$ cat config.mk
export PLATFORM = sky130hd
export DESIGN_NAME = planar_tile_rect_blitter_flat
export DESIGN_NICKNAME = d
export VERILOG_FILES = /design/src/rtl/plbl_pkg.sv /design/src/rtl/plbl_ifs.sv /design/src/rtl/planar_tile_rect_blitter.sv /design/src/rtl/plbl_lane.sv /design/src/rtl/plbl_merge.sv /design/src/flat_wrapper.sv
export SDC_FILE = /design/constraint.sdc
export NUM_CORES = 2
export LEC_CHECK = 0
export BUFFER_PORTS_ARGS = -buffer_cell sky130_fd_sc_hd__clkbuf_2
export CAP_MARGIN = 30
export CORE_ASPECT_RATIO = 2
export CORE_UTILIZATION = 34
export DETAILED_ROUTE_END_ITERATION = 8
export HOLD_SLACK_MARGIN = 0.12
export PLACE_DENSITY_LB_ADDON = 0.12
export SKIP_LAST_GASP = 1
export SYNTH_ARGS = -nofsm -noshare
export SYNTH_HDL_FRONTEND = slang
export SYNTH_SLANG_ARGS = --single-unit
$ cat constraint.sdc
create_clock -name clk -period 14.95 [get_ports clk]
set_clock_uncertainty 0.05 [all_clocks]
set_input_delay 0.7475 -clock clk [delete_from_list [all_inputs] [get_ports clk]]
set_output_delay 0.7475 -clock clk [all_outputs]
set_load 0.05 [all_outputs]
$ cat src/rtl/plbl_pkg.sv
// shared types and constants for the planar tile rectangle blitter
// no dependencies

package plbl_pkg;

	localparam int TILE_DIM = 8;
	localparam int COL_W = $clog2(TILE_DIM);

	localparam logic [12:0] FRAME_MAX = 13'd4096;
	localparam logic [12:0] FRAME_W_RST = 13'd256;
	localparam logic [12:0] FRAME_H_RST = 13'd240;

	// configuration register indexes
	typedef enum logic [0:0] {
		REG_FRAME_WIDTH  = 1'b0,
		REG_FRAME_HEIGHT = 1'b1
	} cfg_reg_t;

	// one lane's result: horizontal span of its pixel square
	typedef struct packed {
		logic        emit;
		logic [11:0] left;
		logic [12:0] right;
		logic [31:0] color;
	} lane_rect_t;

	// one decoded tile row handed to the merge stage
	typedef struct packed {
		lane_rect_t [TILE_DIM-1:0] lane;
		logic [11:0]               top;
		logic [12:0]               bottom;
		logic                      last_row;
	} row_t;

	typedef struct packed {
		logic [11:0] left;
		logic [11:0] top;
		logic [12:0] right;
		logic [12:0] bottom;
		logic [31:0] color;
	} rect_t;

endpackage

$ cat src/rtl/plbl_ifs.sv
// valid/ready channels for tile requests and rectangle requests
// standalone, no package needed

interface plbl_tile_if;
	logic               valid;
	logic               ready;
	logic [63:0]        plane_low_rows;
	logic [63:0]        plane_high_rows;
	logic signed [15:0] origin_x;
	logic signed [15:0] origin_y;
	logic [3:0]         pixel_scale;
	logic               mirror_x;
	logic               mirror_y;
	logic [31:0]        color_one;
	logic [31:0]        color_two;
	logic [31:0]        color_three;

	modport source(output valid, plane_low_rows, plane_high_rows, origin_x, origin_y,
		pixel_scale, mirror_x, mirror_y, color_one, color_two, color_three, input ready);
	modport sink(input valid, plane_low_rows, plane_high_rows, origin_x, origin_y,
		pixel_scale, mirror_x, mirror_y, color_one, color_two, color_three, output ready);
endinterface

interface plbl_rect_if;
	logic        valid;
	logic        ready;
	logic [11:0] rect_left;
	logic [11:0] rect_top;
	logic [12:0] rect_right;
	logic [12:0] rect_bottom;
	logic [31:0] fill_color;
	logic        last_rect;

	modport source(output valid, rect_left, rect_top, rect_right, rect_bottom, fill_color,
		last_rect, input ready);
	modport sink(input valid, rect_left, rect_top, rect_right, rect_bottom, fill_color,
		last_rect, output ready);
endinterface

$ cat src/rtl/planar_tile_rect_blitter.sv
// planar tile rectangle blitter, top level: row sequencer, eight column lanes, merge stage
// uses plbl_pkg, plbl_ifs, plbl_lane, plbl_merge
//
// usage:
//   tile_in takes one 8x8 two-plane tile request with position, scale, flips
//   and three colors. rect_out gives one fill rectangle request per visible
//   pixel, in screen raster order, with last_rect on the tile's final one.
//   a tile that draws nothing gives no request at all.
//   cfg_we/cfg_index/cfg_data write frame_width (index 0) and frame_height
//   (index 1); change them only while no tile is in flight.
// timing:
//   lanes decode a tile row per cycle while the merge stage takes rows, then one
//   rectangle leaves per cycle while rect_out is ready. the next tile is taken once
//   the last rectangle reaches the output register; each rectangle passes a hold
//   register and then the output register, one being held back to mark the last.
// reset: frame size goes to 256 x 240, all channels empty.
// stall: a stalled rect_out holds its request and back-pressures the merge
//   stage and row sequencer; nothing is dropped.

module planar_tile_rect_blitter (
	input  logic        clk,
	input  logic        arst_n,
	plbl_tile_if.sink   tile_in,
	plbl_rect_if.source rect_out,
	input  logic        cfg_we,
	input  logic [0:0]  cfg_index,
	input  logic [12:0] cfg_data
);
	import plbl_pkg::*;

	logic [12:0]        frame_w_q;
	logic [12:0]        frame_h_q;
	logic [12:0]        fw_lim;
	logic [12:0]        fh_lim;

	logic               busy_q;
	logic               issue_q;
	logic [COL_W-1:0]   row_q;
	logic [63:0]        low_q;
	logic [63:0]        high_q;
	logic signed [15:0] ox_q;
	logic signed [15:0] oy_q;
	logic [3:0]         scale_q;
	logic               mx_q;
	logic               my_q;
	logic [31:0]        c1_q;
	logic [31:0]        c2_q;
	logic [31:0]        c3_q;

	logic [COL_W-1:0]   src_row;
	logic [7:0]         p0;
	logic [7:0]         p1;
	logic [6:0]         y_off;
	logic signed [17:0] y0;
	logic signed [17:0] y1;
	logic signed [17:0] y0_clip;
	logic signed [17:0] y1_clip;
	logic signed [17:0] fh_ext;
	logic               row_ok;

	lane_rect_t [TILE_DIM-1:0] lanes;
	row_t               row;
	logic               row_valid;
	logic               row_ready;
	logic               tile_done;

	always_ff @(posedge clk or negedge arst_n) begin
		if (!arst_n) begin
			frame_w_q <= FRAME_W_RST;
			frame_h_q <= FRAME_H_RST;
		end else if (cfg_we) begin
			case (cfg_reg_t'(cfg_index))
				REG_FRAME_WIDTH:  frame_w_q <= cfg_data;
				REG_FRAME_HEIGHT: frame_h_q <= cfg_data;
				default: ;
			endcase
		end
	end

	assign fw_lim = (frame_w_q > FRAME_MAX) ? FRAME_MAX : frame_w_q;
	assign fh_lim = (frame_h_q > FRAME_MAX) ? FRAME_MAX : frame_h_q;

	assign tile_in.ready = !busy_q;
	assign row_valid = issue_q;

	always_ff @(posedge clk or negedge arst_n) begin
		if (!arst_n) begin
			busy_q <= 1'b0;
			issue_q <= 1'b0;
			row_q <= '0;
		end else begin
			if (tile_in.valid && !busy_q) begin
				busy_q <= 1'b1;
				issue_q <= 1'b1;
				row_q <= '0;
			end else begin
				if (issue_q && row_ready) begin
					row_q <= row_q + COL_W'(1);
					if (row_q == COL_W'(TILE_DIM - 1)) begin
						issue_q <= 1'b0;
					end
				end
				if (tile_done) begin
					busy_q <= 1'b0;
				end
			end
		end
	end

	always_ff @(posedge clk) begin
		if (tile_in.valid && !busy_q) begin
			low_q <= tile_in.plane_low_rows;
			high_q <= tile_in.plane_high_rows;
			ox_q <= tile_in.origin_x;
			oy_q <= tile_in.origin_y;
			scale_q <= tile_in.pixel_scale;
			mx_q <= tile_in.mirror_x;
			my_q <= tile_in.mirror_y;
			c1_q <= tile_in.color_one;
			c2_q <= tile_in.color_two;
			c3_q <= tile_in.color_three;
		end
	end

	// vertical span shared by the whole row
	assign src_row = my_q ? (COL_W'(TILE_DIM - 1) - row_q) : row_q;
	assign p0 = low_q[src_row*8 +: 8];
	assign p1 = high_q[src_row*8 +: 8];
	assign y_off = 7'({4'd0, row_q} * {3'd0, scale_q});
	assign y0 = {{2{oy_q[15]}}, oy_q} + {11'd0, y_off};
	assign y1 = y0 + {14'd0, scale_q};
	assign fh_ext = {5'd0, fh_lim};
	assign y0_clip = y0[17] ? 18'sd0 : y0;
	assign y1_clip = (y1 > fh_ext) ? fh_ext : y1;
	assign row_ok = y0_clip < y1_clip;

	for (genvar g = 0; g < TILE_DIM; g++) begin : g_lane
		plbl_lane u_lane (
			.plane_low   (p0),
			.plane_high  (p1),
			.col         (COL_W'(g)),
			.mirror_x    (mx_q),
			.origin_x    (ox_q),
			.pixel_scale (scale_q),
			.frame_w     (fw_lim),
			.color_one   (c1_q),
			.color_two   (c2_q),
			.color_three (c3_q),
			.rect        (lanes[g])
		);
	end

	always_comb begin
		for (int i = 0; i < TILE_DIM; i++) begin
			row.lane[i] = lanes[i];
			row.lane[i].emit = lanes[i].emit && row_ok;
		end
		row.top = y0_clip[11:0];
		row.bottom = y1_clip[12:0];
		row.last_row = (row_q == COL_W'(TILE_DIM - 1));
	end

	plbl_merge u_merge (
		.clk       (clk),
		.arst_n    (arst_n),
		.row_valid (row_valid),
		.row       (row),
		.row_ready (row_ready),
		.tile_done (tile_done),
		.rect_out  (rect_out)
	);

endmodule

$ cat src/rtl/plbl_lane.sv
// one column lane: decodes a pixel of the current row and clips its span
// uses plbl_pkg

module plbl_lane (
	input  logic [7:0]                plane_low,
	input  logic [7:0]                plane_high,
	input  logic [plbl_pkg::COL_W-1:0] col,
	input  logic                      mirror_x,
	input  logic signed [15:0]        origin_x,
	input  logic [3:0]                pixel_scale,
	input  logic [12:0]               frame_w,
	input  logic [31:0]               color_one,
	input  logic [31:0]               color_two,
	input  logic [31:0]               color_three,
	output plbl_pkg::lane_rect_t      rect
);
	import plbl_pkg::*;

	logic [COL_W-1:0]   bit_sel;
	logic [1:0]         value;
	logic [31:0]        color;
	logic [6:0]         offset;
	logic signed [17:0] x0;
	logic signed [17:0] x1;
	logic signed [17:0] x0_clip;
	logic signed [17:0] x1_clip;
	logic signed [17:0] fw_ext;

	// bit 7 is the leftmost pixel unless mirrored
	assign bit_sel = mirror_x ? col : (COL_W'(TILE_DIM - 1) - col);
	assign value = {plane_high[bit_sel], plane_low[bit_sel]};

	always_comb begin
		case (value)
			2'd1: color = color_one;
			2'd2: color = color_two;
			2'd3: color = color_three;
			default: color = 32'd0;
		endcase
	end

	assign offset = 7'({4'd0, col} * {3'd0, pixel_scale});
	assign x0 = {{2{origin_x[15]}}, origin_x} + {11'd0, offset};
	assign x1 = x0 + {14'd0, pixel_scale};
	assign fw_ext = {5'd0, frame_w};
	assign x0_clip = x0[17] ? 18'sd0 : x0;
	assign x1_clip = (x1 > fw_ext) ? fw_ext : x1;

	always_comb begin
		rect.emit = (value != 2'd0) && (color != 32'd0) && (x0_clip < x1_clip);
		rect.left = x0_clip[11:0];
		rect.right = x1_clip[12:0];
		rect.color = color;
	end

endmodule

$ cat src/rtl/plbl_merge.sv
// merge stage: holds one decoded row, sends its rectangles in column order,
// keeps one rectangle back so the tile's final one can be marked; uses plbl_pkg, plbl_ifs

module plbl_merge (
	input  logic                 clk,
	input  logic                 arst_n,
	input  logic                 row_valid,
	input  plbl_pkg::row_t       row,
	output logic                 row_ready,
	output logic                 tile_done,
	plbl_rect_if.source          rect_out
);
	import plbl_pkg::*;

	row_t                buf_s1;
	logic [TILE_DIM-1:0] mask_s1;
	logic                have_row_q;
	rect_t               hold_q;
	logic                hold_valid_q;
	rect_t               out_q;
	logic                out_last_q;
	logic                out_valid_q;

	logic                out_free;
	logic [COL_W-1:0]    pick_idx;
	logic [TILE_DIM-1:0] pick_hot;
	logic                has_pick;
	logic                pick_go;
	logic                flush;
	logic                flush_push;
	logic                push;
	logic [TILE_DIM-1:0] mask_next;
	rect_t               picked;

	assign out_free = !out_valid_q || rect_out.ready;

	// lowest set column goes first
	always_comb begin
		pick_idx = '0;
		for (int i = TILE_DIM - 1; i >= 0; i--) begin
			if (mask_s1[i]) begin
				pick_idx = COL_W'(i);
			end
		end
	end

	assign has_pick = |mask_s1;
	assign pick_hot = TILE_DIM'(1) << pick_idx;
	assign pick_go = has_pick && (!hold_valid_q || out_free);
	assign mask_next = pick_go ? (mask_s1 & ~pick_hot) : mask_s1;

	// final row drained: release the held rectangle as the last one
	assign flush = have_row_q && !has_pick && buf_s1.last_row;
	assign flush_push = flush && hold_valid_q && out_free;
	assign tile_done = flush && (!hold_valid_q || out_free);
	assign push = (pick_go && hold_valid_q) || flush_push;

	assign row_ready = !have_row_q || (!buf_s1.last_row && (mask_next == '0));

	always_comb begin
		picked.left = buf_s1.lane[pick_idx].left;
		picked.right = buf_s1.lane[pick_idx].right;
		picked.color = buf_s1.lane[pick_idx].color;
		picked.top = buf_s1.top;
		picked.bottom = buf_s1.bottom;
	end

	always_ff @(posedge clk or negedge arst_n) begin
		if (!arst_n) begin
			have_row_q <= 1'b0;
			mask_s1 <= '0;
			hold_valid_q <= 1'b0;
			out_valid_q <= 1'b0;
		end else begin
			if (row_valid && row_ready) begin
				have_row_q <= 1'b1;
				for (int i = 0; i < TILE_DIM; i++) begin
					mask_s1[i] <= row.lane[i].emit;
				end
			end else begin
				mask_s1 <= mask_next;
				if (tile_done) begin
					have_row_q <= 1'b0;
				end
			end

			if (pick_go) begin
				hold_valid_q <= 1'b1;
			end else if (flush_push) begin
				hold_valid_q <= 1'b0;
			end

			if (push) begin
				out_valid_q <= 1'b1;
			end else if (rect_out.ready) begin
				out_valid_q <= 1'b0;
			end
		end
	end

	always_ff @(posedge clk) begin
		if (row_valid && row_ready) begin
			buf_s1 <= row;
		end
		if (pick_go) begin
			hold_q <= picked;
		end
		if (push) begin
			out_q <= hold_q;
			out_last_q <= flush_push;
		end
	end

	assign rect_out.valid = out_valid_q;
	assign rect_out.rect_left = out_q.left;
	assign rect_out.rect_top = out_q.top;
	assign rect_out.rect_right = out_q.right;
	assign rect_out.rect_bottom = out_q.bottom;
	assign rect_out.fill_color = out_q.color;
	assign rect_out.last_rect = out_last_q;

endmodule
$ cat src/flat_wrapper.sv
// flat-port wrapper written by rule: the top's interface ports become plain ports
module planar_tile_rect_blitter_flat import plbl_pkg::*;
  (clk, arst_n, cfg_we, cfg_index, cfg_data, tile_in_valid, tile_in_plane_low_rows, tile_in_plane_high_rows, tile_in_origin_x, tile_in_origin_y, tile_in_pixel_scale, tile_in_mirror_x, tile_in_mirror_y, tile_in_color_one, tile_in_color_two, tile_in_color_three, tile_in_ready, rect_out_valid, rect_out_rect_left, rect_out_rect_top, rect_out_rect_right, rect_out_rect_bottom, rect_out_fill_color, rect_out_last_rect, rect_out_ready);
  plbl_tile_if tile_in_i ();
  plbl_rect_if rect_out_i ();
  input  logic clk;
  input  logic arst_n;
  input  logic cfg_we;
  input  logic [0:0] cfg_index;
  input  logic [12:0] cfg_data;
  input wire logic [$bits(tile_in_i.valid)-1:0] tile_in_valid;
  input wire logic [$bits(tile_in_i.plane_low_rows)-1:0] tile_in_plane_low_rows;
  input wire logic [$bits(tile_in_i.plane_high_rows)-1:0] tile_in_plane_high_rows;
  input wire logic [$bits(tile_in_i.origin_x)-1:0] tile_in_origin_x;
  input wire logic [$bits(tile_in_i.origin_y)-1:0] tile_in_origin_y;
  input wire logic [$bits(tile_in_i.pixel_scale)-1:0] tile_in_pixel_scale;
  input wire logic [$bits(tile_in_i.mirror_x)-1:0] tile_in_mirror_x;
  input wire logic [$bits(tile_in_i.mirror_y)-1:0] tile_in_mirror_y;
  input wire logic [$bits(tile_in_i.color_one)-1:0] tile_in_color_one;
  input wire logic [$bits(tile_in_i.color_two)-1:0] tile_in_color_two;
  input wire logic [$bits(tile_in_i.color_three)-1:0] tile_in_color_three;
  output wire logic [$bits(tile_in_i.ready)-1:0] tile_in_ready;
  output wire logic [$bits(rect_out_i.valid)-1:0] rect_out_valid;
  output wire logic [$bits(rect_out_i.rect_left)-1:0] rect_out_rect_left;
  output wire logic [$bits(rect_out_i.rect_top)-1:0] rect_out_rect_top;
  output wire logic [$bits(rect_out_i.rect_right)-1:0] rect_out_rect_right;
  output wire logic [$bits(rect_out_i.rect_bottom)-1:0] rect_out_rect_bottom;
  output wire logic [$bits(rect_out_i.fill_color)-1:0] rect_out_fill_color;
  output wire logic [$bits(rect_out_i.last_rect)-1:0] rect_out_last_rect;
  input wire logic [$bits(rect_out_i.ready)-1:0] rect_out_ready;
  assign tile_in_i.valid = tile_in_valid;
  assign tile_in_i.plane_low_rows = tile_in_plane_low_rows;
  assign tile_in_i.plane_high_rows = tile_in_plane_high_rows;
  assign tile_in_i.origin_x = tile_in_origin_x;
  assign tile_in_i.origin_y = tile_in_origin_y;
  assign tile_in_i.pixel_scale = tile_in_pixel_scale;
  assign tile_in_i.mirror_x = tile_in_mirror_x;
  assign tile_in_i.mirror_y = tile_in_mirror_y;
  assign tile_in_i.color_one = tile_in_color_one;
  assign tile_in_i.color_two = tile_in_color_two;
  assign tile_in_i.color_three = tile_in_color_three;
  assign tile_in_ready = tile_in_i.ready;
  assign rect_out_valid = rect_out_i.valid;
  assign rect_out_rect_left = rect_out_i.rect_left;
  assign rect_out_rect_top = rect_out_i.rect_top;
  assign rect_out_rect_right = rect_out_i.rect_right;
  assign rect_out_rect_bottom = rect_out_i.rect_bottom;
  assign rect_out_fill_color = rect_out_i.fill_color;
  assign rect_out_last_rect = rect_out_i.last_rect;
  assign rect_out_i.ready = rect_out_ready;
  planar_tile_rect_blitter u_core (.clk(clk), .arst_n(arst_n), .tile_in(tile_in_i), .rect_out(rect_out_i), .cfg_we(cfg_we), .cfg_index(cfg_index), .cfg_data(cfg_data));
endmodule
# Word level (Yosys, flattened, before mapping)
# Cells that the tools add are included.
# totals
regBits	959
inputBits	281
# classes
reduce_logical	71
mul	5
n_shift	3
n_eq_ne	25
muxes	93
magnitude_cmp	29
addsub	18
bitwise	3
# op_table
op	n
$pmux W32 S3	8
$reduce_bool A32 Y1	8
$bmux W58 S3	1
$mux W18	9
$gt A18 B14 Y1	8
$lt A18 B18 Y1	8
$mux W17	8
$shiftx A64 B7 Y8	2
$add A17 B5 Y18	6
$add A16 B8 Y17	4
$mux W3	19
$mux W57	1
$bmux W1 S3	16
$add A18 B4 Y18	2
$lt A3 B4 Y1 const B	9
$add A16 B7 Y17	2
$logic_and A1 B1 Y1	34
$eq A2 B2 Y1 const B	16
$reduce_bool A2 Y1	14
$gt A13 B13 Y1 const B	2
$mux W1	26
$mux W13	2
$lt A16 B18 Y1	1
$add A16 B5 Y17	1
20 further kinds	40

# Longest topological paths before layout
# depth
ltp_word	18
mapped_depth	47
mapped_depth_nobuf	38

# Cells and area by module
# From an unflattened synthesis, not the netlist that was laid out.
# unflattened
hier_cells	5840
hier_area_um2	64822.2
# modules_own_cells
module	cells_per_inst	instances	seq_area_each_um2	area_per_inst_um2
plbl_merge	1245	1	19703.9	24026.8
plbl_lane (u_core.g_lane[0].u_lane ...)	472	5	0.0	3463.3
planar_tile_rect_blitter	761	1	8649.5	12703.4
plbl_lane (u_core.g_lane[1].u_lane)	549	1	0.0	3841.2
plbl_lane (u_core.g_lane[7].u_lane)	476	1	0.0	3510.9
plbl_lane (u_core.g_lane[6].u_lane)	449	1	0.0	3423.3

# Worst setup path before layout
# No wires, ideal clock.
# synth_timing
path_kind	in2reg
start	input port tile_in_valid
end	register u_core.busy_q
arrival_ps	13103
setup_slack_ps	1641
t_required_ps	14744
cell_stages	2
n_path_buf	0
path_cell_list	nor2b_1 > o21bai_1
# synth_via
elab_chain_len	2
# synth_rtl
element	line	source
from (decl)	flat_wrapper.sv:11	input wire logic [$bits(tile_in_i.valid)-1:0] tile_in_valid;
$logic_and A1 B1 Y1 *	planar_tile_rect_blitter.sv:92	if (tile_in.valid && !busy_q) begin
$mux W1 / $reduce_bool A2 Y1 (equally long branches)	-	
to (signal assigned)	planar_tile_rect_blitter.sv:88	busy_q <= 1'b0;
to (signal assigned)	planar_tile_rect_blitter.sv:93	busy_q <= 1'b1;
to (signal assigned)	planar_tile_rect_blitter.sv:104	busy_q <= 1'b0;
to (decl)	planar_tile_rect_blitter.sv:36	logic busy_q;
# Mark *: on every way between the ends. The rest lies on a longest branch, timed or not.
# A chain may end at the register's enable or synchronous reset.

# Final worst setup path
# layout_timing
start	register u_core.row_q[1]
end	register u_core.u_merge.mask_s1[3]
# layout_via
elab_chain_len	12
# layout_rtl
element	line	source
from (decl)	planar_tile_rect_blitter.sv:38	logic [COL_W-1:0] row_q;
from (signal assigned)	planar_tile_rect_blitter.sv:98	row_q <= row_q + COL_W'(1);
branches (longest 10 deep; another with $add A18 B4 Y18)	-	
$logic_and A1 B1 Y1 *	planar_tile_rect_blitter.sv:156	row.lane[i].emit = lanes[i].emit && row_ok;
$mux W8 *	plbl_merge.sv:75	if (row_valid && row_ready) begin
to (signal, indexed assignment)	plbl_merge.sv:78	mask_s1[i] <= row.lane[i].emit;
to (signal assigned)	plbl_merge.sv:81	mask_s1 <= mask_next;
to (decl)	plbl_merge.sv:16	logic [TILE_DIM-1:0] mask_s1;
# Every way passes the cells marked *. The select of a mux whose other input is x is not followed.

==> out/results.tsv <==
metric	value	unit
crit path launch type	register	
EDFF count, synth	909	
io pins	366	
CTS Root Cell	clkbuf_16	
Placer Congestion	1.04	
slowest cell delay on critical path	0.88	ns
hold_sp	tile_in_color_one[26]	
Synth-to-Final Area Change	18.2	%
H-tree depth	3	
largest net degree at the start of global routing	152	
crit path launch	u_core.row_q[1]	
WP data arrival	11.09	ns
Wirelength per Cell	35.2	um
Final Instance Area	69300	um^2
Hold WS	0.159	ns
Tot GR Track Use	34.4	%
Critical R2R Launch	u_core.row_q[1]	
outcome	finished, final reports clean	
DRT Pass-1 Iters	6	
CTS tree	done	
Fin. Hold Viols	0	
worst-case reg-to-reg path depth	35	
Req. time, crit path	15.54	ns
Skew-Pair Late Insertion Delay	0.76	ns
worst min-delay path class	in2reg	
post-synthesis cell count	5755	
commonest non-fill, non-tap cell in the layout	edfxtp_1	
Distinct cells, synth	96	
clock buffer depth	3	
Avg Cell Area, Syn	10.2	um^2
ys async rst share	4.42	%
worst-margin pin slew	1.20	ns
initial antenna violation count	22	
FMAX	95.3	MHz
Max Cap Viol	0	
synthesized area	58700	um^2
via count	51069	
PostCTS Resize Cnt	0	
total core area	171000	um^2
Hold EP	u_core.c1_q[26]	
commonest cells after routing, fill and taps aside	909 x edfxtp_1, 888 x nand2_1, 435 x nand3_1	
Die W	296	um
Area after DPL	63600	um^2
first-pass GRT wire length	411	mm
flop-to-flop setup slack	4.45	ns
VDD IR max	0.000288	V
vias in the first global route	50915	
Clock Sinks	951	
slew margin rel.	19.8	%
initial drt markers	5079	
critical path's slowest cell	dfrtp_4	
remaining antenna violation count	0	
Pwr per Cell Area	283	nW/um^2
Synth Flop Type	edfxtp_1	
total negative slack	0	ns
reg-to-reg endpoint	u_core.u_merge.mask_s1[3]	
Inserted Clock Buffers	96	
via/cell ratio	5.92	
Detailed Route WL	304	mm
Synth Register Bits	951	
most used cell, CP	a21o_1	
WHS Path Cells	1	
Seq/Total Area, Yosys	48.3	%
post-place setup slack	4.50	ns
die area	174000	um^2
min Tclk post-route	10.50	ns
Final period util	70.2	%
Layout Nets	6869	
Die H	589	um
clock slew seen by the registers of the worst setup and hold paths	0.08	ns
Syn. warnings	0	
Final Setup Violations	0	
post-route setup slack	4.45	ns
RSZ-0062 raised after global routing	no	
initial core utilization	34.2	%
HPWL after DPL	223	mm
Setup CP Type	reg2reg	
Pleak	27.7	nW
Post-Syn Nets	6375	
share of cells above drive strength 1	14.6	%
Critical Path Fanout Max	50	
DRC violations left	0	
port bufs	365	
total congestion overflow	0	
max-slew violations	0	
num rows	215	
CP Capture Type	register	
-- Yosys cell counts (all sizes together), types with 24 or more instances --
cell type / number / area share (%)
a21oi: 170 / 1.5
inv: 210 / 1.3
ha: 320 / 6.8
o21ai: 344 / 2.9
nor2b: 102 / 1.1
xnor2: 145 / 2.2
nand4: 65 / 0.69
a22oi: 24 / 0.31
or3: 26 / 0.28
a22o: 27 / 0.40
a21o: 136 / 1.7
nand2b: 29 / 0.31
clkbuf: 300 / 1.9
buf: 93 / 0.74
nor2: 285 / 1.8
mux2i: 324 / 5.5
edfxtp: 909 / 47
nand2: 890 / 5.7
nor4: 64 / 0.69
a2bb2oi: 33 / 0.49
mux2: 78 / 1.5
xor2: 64 / 0.96
and2: 49 / 0.52
o211ai: 42 / 0.55
nand3: 435 / 3.7
dfrtp: 37 / 1.6
nor3: 93 / 0.79
o21a: 38 / 0.49
a31oi: 24 / 0.26
or4: 27 / 0.35
o221ai: 30 / 0.45
-- through the flow --
| stage | instances | total power [W] | utilization (%) |
|---|---|---|---|
| 6_report | 8631 | 0.0196 | 40.5 |
| 5_1_grt | 8613 | 0.0202 | 40.4 |
| 4_1_cts | 8595 | 0.0193 | 40.3 |
| 3_5_place_dp | 8202 | 0.0166 | 37.1 |
| 3_3_place_gp | 8191 | 0.0165 | 37.1 |
| 2_1_floorplan | 5755 | 0.0117 | - |
-- kinds of logic after synthesis --
| kind of cell | after synthesis | share of synthesized area, % |
|---|---|---|
| multiplexers | 425 | 7.91 |
| buffers and inverters | 608 | 4.03 |
| adder cells (fa/ha/maj) | 340 | 7.49 |
| AND/OR/NAND/NOR | 2169 | 17.3 |
| AO/OA/AOI/OAI | 1053 | 11.8 |
| XOR/XNOR | 209 | 3.12 |
| flip-flops | 951 | 48.3 |
-- routing by layer --
layer | global-route usage (%) | vias up | routed length (um)
met4 | 37.6 | 10 | 40200
met1 | 31.9 | 25194 | 94100
li1 | - | 22138 | -
met2 | 59.7 | 2596 | 151000
met3 | 6.62 | 1131 | 18400
met5 | 0.0561 | - | 66
-- worst max-delay path: cells and delay by family, from the launching register on --
kind | cells | cell delay, ns
adders and majority gates | 6 | 2.16
xor gates and xnor gates | 2 | 0.49
muxes | 1 | 0.33
buffers and inverters | 1 | 0.05
DFF | 1 | 0.88
AOI/OAI and AO/OA | 18 | 4.22
and+or+nand+nor | 7 | 2.19
-- final cells by class --
class,instances,area [um^2]
inverter,215,815
sequential,951,28400
clock inverter,68,848
clock buffer,110,2470
multi-input combinational,4196,28200
antenna,24,60.1
timing repair buffer,789,5700
fill,16758,102000
tap,2278,2850
-- state kept, by name, indices dropped and copies added, names as in the netlist, 3 cells and up --
signal and flops:
u_core.u_merge.buf_s1 482, u_core.u_merge.hold_q 82, u_core.high_q 64, u_core.low_q 64
u_core.c1_q 32, u_core.c2_q 32, u_core.c3_q 32, u_core.u_merge.rect_out.fill_color 32
u_core.ox_q 16, u_core.oy_q 16, u_core.frame_h_q 13, u_core.frame_w_q 13
u_core.u_merge.rect_out.rect_bottom 13, u_core.u_merge.rect_out.rect_right 13, u_core.u_merge.rect_out.rect_left 12, u_core.u_merge.rect_out.rect_top 12
u_core.u_merge.mask_s1 8, u_core.scale_q 4, u_core.row_q 3
-- timing repair --
item                      4_1_cts  5_1_grt
hold buffers                  215        0
setup buffers                   0        0
hold endpoints to repair      216        0
-- how the worst max path moves through the flow --
stage / end / slack (ns) / cells past startpoint
global route: u_core.u_merge.mask_s1[4] / 3.79 / 35
detailed placement: u_core.u_merge.mask_s1[3] / 4.50 / 35
finish: u_core.u_merge.mask_s1[3] / 4.45 / 35
global placement: u_core.u_merge.mask_s1[3] / 4.64 / 35
CTS: u_core.u_merge.mask_s1[3] / 4.46 / 35
floorplan: u_core.busy_q / 1.64 / 2
-- power breakdown --
part           internal (W)  total, W  leakage [nW]  switching (W)
clock network       0.00145   0.00267          1.61        0.00121
logic               0.00307    0.0115          16.8        0.00844
registers           0.00486   0.00544          9.35       0.000575
No activity file was read; power rests on OpenSTA's default activity.
